$ cat src/rtl/core/xbpg_pkg.sv
`timescale 1ns / 1ps
package xbpg_pkg;

	localparam int WORD_W = 64;
	localparam int K_W    = 7;
	localparam int FUNC_W = 2;
	localparam int ADDR_W = 4;
	localparam int CHUNK_W = 16;

	localparam logic [WORD_W-1:0] GOLDEN_INC = 64'h9e3779b97f4a7c15;
	localparam logic [WORD_W-1:0] MIX_MUL_A  = 64'hbf58476d1ce4e5b9;
	localparam logic [WORD_W-1:0] MIX_MUL_B  = 64'h94d049bb133111eb;

	localparam logic [FUNC_W-1:0] FUNC_RESEED = 2'd0;
	localparam logic [FUNC_W-1:0] FUNC_DRAW   = 2'd1;
	localparam logic [FUNC_W-1:0] FUNC_TEST   = 2'd2;
	localparam logic [FUNC_W-1:0] FUNC_NONE   = 2'd3;

	localparam logic [7:0] POOL_BITS = 8'd64;

endpackage

$ cat src/rtl/core/xoshiro_bit_pool_generator.sv
`timescale 1ns / 1ps
// channel   handshake             payload
// in        in_valid / in_ready   func, bits_signed
// out       out_valid / out_ready draw_value, test_bit
// cfg       psel/penable/pwrite   paddr, pwdata, prdata (seed_value at 0x0)
//
// raw draw: two draw steps, then one load into the result register
// bit test: a zero-bit test goes straight to the result, otherwise one test step; a refill adds the two draw steps
// reseed: four splitmix64 rounds through one 64x16 multiplier,
// each 64-bit product taking four passes, then the pool draw
// after reset the same reseed sequence runs with seed zero, in_ready stays low
// a result waiting in the output register does not block the next request
module xoshiro_bit_pool_generator
	import xbpg_pkg::*;
(
	input  logic                      clk,
	input  logic                      arst_n,
	input  logic                      in_valid,
	output logic                      in_ready,
	input  logic [FUNC_W-1:0]         func,
	input  logic signed [K_W-1:0]     bits_signed,
	output logic                      out_valid,
	input  logic                      out_ready,
	output logic [WORD_W-1:0]         draw_value,
	output logic                      test_bit,
	input  logic                      psel,
	input  logic                      penable,
	input  logic                      pwrite,
	input  logic [ADDR_W-1:0]         paddr,
	input  logic [WORD_W-1:0]         pwdata,
	output logic [WORD_W-1:0]         prdata,
	output logic                      pready
);

	typedef enum logic [3:0] {
		S_IDLE,
		S_SEED,
		S_MUL,
		S_MIX2,
		S_FIN,
		S_DRAW1,
		S_DRAW2,
		S_TEST,
		S_DONE
	} state_t;

	state_t              state_q;
	logic [WORD_W-1:0]   seed_value_q;
	logic [WORD_W-1:0]   seed_q;
	logic [WORD_W-1:0]   x_q;
	logic [WORD_W-1:0]   acc_q;
	logic [1:0]          cnt_q;
	logic                phase_q;
	logic [1:0]          idx_q;
	logic                init_q;
	logic [FUNC_W-1:0]   func_q;
	logic [K_W-1:0]      mag_q;
	logic                neg_q;
	logic [WORD_W-1:0]   gen_q [4];
	logic [WORD_W-1:0]   pool_q;
	logic [K_W-1:0]      used_q;
	logic [WORD_W-1:0]   res_draw_q;
	logic                res_bit_q;
	logic                out_valid_q;
	logic [WORD_W-1:0]   out_draw_q;
	logic                out_bit_q;

	logic                cfg_wr;
	logic                in_acc;
	logic                out_load;
	logic [K_W-1:0]      k_u;
	logic                k_neg;
	logic [K_W-1:0]      k_mag;
	logic                need_refill;

	logic [WORD_W-1:0]   mul_const;
	logic [CHUNK_W-1:0]  mul_chunk;
	logic [79:0]         mul_prod;
	logic [WORD_W-1:0]   mul_term;
	logic [WORD_W-1:0]   acc_next;

	logic [WORD_W-1:0]   seed_sum;
	logic [WORD_W-1:0]   s1x5;
	logic [WORD_W-1:0]   draw_res;
	logic [WORD_W-1:0]   t17;
	logic [WORD_W-1:0]   n0, n1, n2, n3;

	logic [WORD_W-1:0]   take_mask;
	logic [WORD_W-1:0]   taken;

	assign pready   = 1'b1;
	assign cfg_wr   = psel && penable && pwrite && !paddr[3];
	assign prdata   = paddr[3] ? '0 : seed_value_q;

	assign in_ready = (state_q == S_IDLE);
	assign in_acc   = in_valid && in_ready;
	assign out_load = (state_q == S_DONE) && (!out_valid_q || out_ready);

	assign k_u         = $unsigned(bits_signed);
	assign k_neg       = k_u[K_W-1];
	assign k_mag       = k_neg ? (~k_u + 7'd1) : k_u;
	assign need_refill = ({1'b0, used_q} + {1'b0, k_mag}) > POOL_BITS;

	// shared 64x16 multiplier, one chunk of the constant per pass
	assign mul_const = phase_q ? MIX_MUL_B : MIX_MUL_A;
	assign mul_chunk = mul_const[{cnt_q, 4'b0000} +: CHUNK_W];
	assign mul_prod  = 80'(x_q) * 80'(mul_chunk);
	assign mul_term  = mul_prod[WORD_W-1:0] << {cnt_q, 4'b0000};
	assign acc_next  = acc_q + mul_term;

	assign seed_sum = seed_q + GOLDEN_INC;

	// draw: s1*5 rotated by 7, then *9 in the next step
	assign s1x5     = gen_q[1] + (gen_q[1] << 2);
	assign draw_res = x_q + (x_q << 3);
	assign t17      = gen_q[1] << 17;
	assign n2       = gen_q[2] ^ gen_q[0];
	assign n3       = gen_q[3] ^ gen_q[1];
	assign n1       = gen_q[1] ^ n2;
	assign n0       = gen_q[0] ^ n3;

	assign take_mask = mag_q[6] ? '1 : ((64'd1 << mag_q[5:0]) - 64'd1);
	assign taken     = pool_q & take_mask;

	always_ff @(posedge clk or negedge arst_n) begin
		if (!arst_n) begin
			seed_value_q <= '0;
		end else if (cfg_wr) begin
			seed_value_q <= pwdata;
		end
	end

	always_ff @(posedge clk or negedge arst_n) begin
		if (!arst_n) begin
			state_q     <= S_SEED;
			seed_q      <= '0;
			x_q         <= '0;
			acc_q       <= '0;
			cnt_q       <= '0;
			phase_q     <= 1'b0;
			idx_q       <= '0;
			init_q      <= 1'b1;
			func_q      <= FUNC_RESEED;
			mag_q       <= '0;
			neg_q       <= 1'b0;
			gen_q       <= '{default: '0};
			pool_q      <= '0;
			used_q      <= '0;
			res_draw_q  <= '0;
			res_bit_q   <= 1'b0;
			out_valid_q <= 1'b0;
			out_draw_q  <= '0;
			out_bit_q   <= 1'b0;
		end else begin
			if (out_load) begin
				out_valid_q <= 1'b1;
			end else if (out_valid_q && out_ready) begin
				out_valid_q <= 1'b0;
			end
			case (state_q)
				S_IDLE: begin
					if (in_acc) begin
						func_q     <= func;
						mag_q      <= k_mag;
						neg_q      <= k_neg;
						res_draw_q <= '0;
						res_bit_q  <= 1'b0;
						case (func)
							FUNC_RESEED: begin
								seed_q  <= seed_value_q;
								idx_q   <= '0;
								state_q <= S_SEED;
							end
							FUNC_DRAW: begin
								state_q <= S_DRAW1;
							end
							FUNC_TEST: begin
								if (k_mag == '0) begin
									res_bit_q <= 1'b1;
									state_q   <= S_DONE;
								end else if (need_refill) begin
									state_q <= S_DRAW1;
								end else begin
									state_q <= S_TEST;
								end
							end
							default: begin
								state_q <= S_DONE;
							end
						endcase
					end
				end
				S_SEED: begin
					seed_q  <= seed_sum;
					x_q     <= seed_sum ^ (seed_sum >> 30);
					acc_q   <= '0;
					cnt_q   <= '0;
					phase_q <= 1'b0;
					state_q <= S_MUL;
				end
				S_MUL: begin
					acc_q <= acc_next;
					cnt_q <= cnt_q + 2'd1;
					if (cnt_q == 2'd3) begin
						state_q <= phase_q ? S_FIN : S_MIX2;
					end
				end
				S_MIX2: begin
					x_q     <= acc_q ^ (acc_q >> 27);
					acc_q   <= '0;
					cnt_q   <= '0;
					phase_q <= 1'b1;
					state_q <= S_MUL;
				end
				S_FIN: begin
					gen_q[idx_q] <= acc_q ^ (acc_q >> 31);
					idx_q        <= idx_q + 2'd1;
					state_q      <= (idx_q == 2'd3) ? S_DRAW1 : S_SEED;
				end
				S_DRAW1: begin
					x_q     <= {s1x5[56:0], s1x5[63:57]};
					state_q <= S_DRAW2;
				end
				S_DRAW2: begin
					gen_q[0] <= n0;
					gen_q[1] <= n1;
					gen_q[2] <= n2 ^ t17;
					gen_q[3] <= {n3[18:0], n3[63:19]};
					case (func_q)
						FUNC_DRAW: begin
							res_draw_q <= draw_res;
							state_q    <= S_DONE;
						end
						FUNC_TEST: begin
							pool_q  <= draw_res;
							used_q  <= '0;
							state_q <= S_TEST;
						end
						default: begin
							pool_q  <= draw_res;
							used_q  <= '0;
							init_q  <= 1'b0;
							state_q <= init_q ? S_IDLE : S_DONE;
						end
					endcase
				end
				S_TEST: begin
					pool_q    <= mag_q[6] ? '0 : (pool_q >> mag_q[5:0]);
					used_q    <= used_q + mag_q;
					res_bit_q <= neg_q ? (taken == '0) : (taken != '0);
					state_q   <= S_DONE;
				end
				S_DONE: begin
					if (out_load) begin
						out_draw_q <= res_draw_q;
						out_bit_q  <= res_bit_q;
						state_q    <= S_IDLE;
					end
				end
				default: begin
					state_q <= S_IDLE;
				end
			endcase
		end
	end

	assign out_valid  = out_valid_q;
	assign draw_value = out_draw_q;
	assign test_bit   = out_bit_q;

endmodule

$ cat config.mk
export PLATFORM = sky130hd
export DESIGN_NAME = xoshiro_bit_pool_generator
export DESIGN_NICKNAME = d
export VERILOG_FILES = /design/src/rtl/core/xbpg_pkg.sv /design/src/rtl/core/xoshiro_bit_pool_generator.sv
export SDC_FILE = /design/constraint.sdc
export NUM_CORES = 2
export LEC_CHECK = 0
export BUFFER_PORTS_ARGS = -buffer_cell sky130_fd_sc_hd__buf_2
export CORE_MARGIN = 1
export CORE_UTILIZATION = 40
export DETAILED_ROUTE_END_ITERATION = 8
export MAX_ROUTING_LAYER = met4
export PLACE_DENSITY_LB_ADDON = 0.12
export SLEW_MARGIN = 20
export SYNTH_ARGS = -nofsm -noshare
export SYNTH_HDL_FRONTEND = slang
export SYNTH_SLANG_ARGS = --single-unit
export TNS_END_PERCENT = 5
$ cat constraint.sdc
create_clock -name clk -period 20.3 [get_ports clk]
set_clock_uncertainty 0.1 [all_clocks]
set_input_delay 1.015 -clock clk [delete_from_list [all_inputs] [get_ports clk]]
set_output_delay 1.015 -clock clk [all_outputs]
set_load 0.01 [all_outputs]
==> out/qor.txt <==
Worst R2R End - acc_q[59]$_DFFE_PN0P_
Clock Latency Late Sink - 770 ps
CP top delay family - adder cells
DP Wirelength - 239000 um
Top cells by area, synth - dfrtp_1, fa_1, nand2_1
DR vias/cell - 5.96
Detailed Route WL - 324000 um
Post-Syn Area - 0.0802 mm2
Worst Setup SP - phase_q$_DFFE_PN0N_
CP max FO - 42
Largest net degree at the start of global routing - 143
Cell count along the critical path - 39
Buffer count from post-CTS setup fixing - 0
Worst Reg-to-Reg Cells - 39
Vias post-DR - 70.8k
RR Startpoint - phase_q$_DFFE_PN0N_
Most frequent cell after synthesis - nand2_1
Grt total ovfl - 0
Initial antenna violation count - 13
Routed wire per std cell - 27.3 um
Area grow syn2layout - 8.42%
Total CTS buffers - 91
Global-route wire length before repair - 482000 um
Worst-case clock buffer depth - 3
FF-to-FF setup slack - 7300 ps
Clock sinks - 734
Startpoint types - register
Post-route ant nets - 0
Setup TNS - 0 ps
PortBufs - 211
Final Hold Fails - 0
Placer Congestion - 1.01
Met2 Resource Use GR - 0.489
Core ar. - 0.198 mm2
Yosys top cell by area - dfrtp_1
Vias in the first global route - 70.2k
Ys async rst share - 1.00
Critical Path AT - 13500 ps
GR Util met3 - 0.0703
Die width - 450 um
WS Path Type - register to register
Post-synthesis cell type count - 108
Detailed Route Iter0 Violations - 6989
Tmin final - 13000 ps
Synth Warn # - 0
Commonest cells in the netlist - nand2_1, inv_1, fa_1
Chip height - 450 um
Achievable frequency - 0.0769 GHz
CTS tree - done
Slew HR - 0.192
Number of fill cells in the layout - 19.8k
Register area share after synthesis - 0.229
Buf+Inv Stages, Crit Path - 5
GRT Total Usage - 0.327
Worst setup path endpoint - acc_q[59]$_DFFE_PN0P_
Die area - 0.202 mm2
Mean Syn Cell Area - 8.60 um2
Outcome - finished clean
Max Slew Vio Count - 0
Initial cell density of the core - 0.404
Setup violators final - 0
# nets final - 10.3k
Resized Gates After CTS - 0
Synthesized instance count - 9320
Primary FF master, synth - dfrtp_1
Clock slew at reported path FFs - 60 ps
Hold Buf Count CTS - 0
Slowest-stage cell, CP - mux2_2
Clock root buffer - clkbuf_16
Routing usage on met1 - 0.423
# rows - 163
RSZ-0062 raised after global routing - false
HP Class - input pin to asynchronous set/reset pin
Final worst-path cycle share - 0.641
Measured slew at the worst slew-check pin - 1200 ps
Max Cap Viol - 0
Critical Path Sink Type - register
Busiest grt layer - met2
Max stage delay on crit path - 640 ps
Critical Path Most Common Cell - fa_1
Synth top area share - 0.228
Ratio of cells with drive above 1 in the final layout - 0.0896
Synthesized flop and latch total - 734
Io pins - 216
CP required - 20800 ps
Number of enable flip-flop cells after synthesis - 0
DRC Markers - 0
Pre-antenna DRT Iters - 9
CTS H-tree depth - 3
Net Count, Synth - 10.5k
[registers in the layout, summed over array words and instances, names as in the netlist, 2 cells and up]
name          flops
state_q           4
func_q            2
x_q              64
gen_q           256
pool_q           64
cnt_q             2
seed_q           64
seed_value_q     64
used_q            7
draw_value       64
res_draw_q       64
acc_q            64
idx_q             2
mag_q             7
[cell type report]
class | instances | area [um2] | share of cell area
Multi-Input combinational cell | 7097 | 56500 | 0.650
Sequential cell | 734 | 18400 | 0.212
Tap cell | 2640 | 3300 | 0.0380
Inverter | 866 | 3250 | 0.0374
Clock buffer | 125 | 2650 | 0.0304
Timing Repair Buffer | 361 | 2200 | 0.0254
Clock inverter | 42 | 646 | 0.00743
Antenna cell | 8 | 20.0 | 0.000230
[metal layers]
| metal | share of wire | wire length (um) |
|---|---|---|
| met5 | 0 | 0 |
| met4 | 0.055 | 18000 |
| met3 | 0.082 | 26500 |
| met2 | 0.44 | 143000 |
| met1 | 0.42 | 137000 |
[how the worst min path moves through the flow]
stage / startpoint / to / slack [ps] / cells past startpoint
floorplan: pool_q[0]$_DFFE_PN0P_ / pool_q[0]$_DFFE_PN0P_ / 340 / 2
global placement: x_q[16]$_DFFE_PN0P_ / x_q[16]$_DFFE_PN0P_ / 370 / 2
detailed placement: pool_q[0]$_DFFE_PN0P_ / pool_q[0]$_DFFE_PN0P_ / 380 / 2
CTS: arst_n / gen_q[207]$_DFFE_PN0P_ / 260 / 1
global route: arst_n / gen_q[207]$_DFFE_PN0P_ / 320 / 1
finish: arst_n / gen_q[207]$_DFFE_PN0P_ / 270 / 1
[layout by cell type, fill, tap and decap left out, drive strengths merged, types with 147 or more instances in the layout]
| master | n |
|---|---|
| nor2 | 532 |
| ha | 322 |
| buf | 361 |
| nand3 | 209 |
| inv | 869 |
| xnor2 | 387 |
| nand2 | 1198 |
| fa | 757 |
| a21oi | 725 |
| and2 | 297 |
| a21o | 189 |
| mux2 | 147 |
| dfrtp | 732 |
| o21ai | 540 |
| xor2 | 231 |
[kinds of logic after synthesis]
logic type / count (synthesis) / share of synthesized area
muxes: 309 / 0.0476
other: 1 / 0.0000468
adders and majority gates: 1080 / 0.239
DFF: 734 / 0.229
xor gates and xnor gates: 619 / 0.0680
buffers and inverters: 1489 / 0.0700
and+or+nand+nor: 2786 / 0.160
AOI/OAI and AO/OA: 2302 / 0.186
[stage by stage]
stage          instances   util  hold WS, ps  instance area (um2)  worst slack, ps
2_1_floorplan       9320      -          344                80200             9750
3_3_place_gp       11700  0.422          371                83600             7610
3_5_place_dp       11700  0.422          382                83600             7590
4_1_cts            11900  0.438          264                86900             7460
5_1_grt            11900  0.438          324                86900             6780
6_report           11900  0.438          266                86900             7300
Power is left out: the tool's default activity adds up to more than one toggle a clock period on the data nets, which glitch-free logic cannot reach.
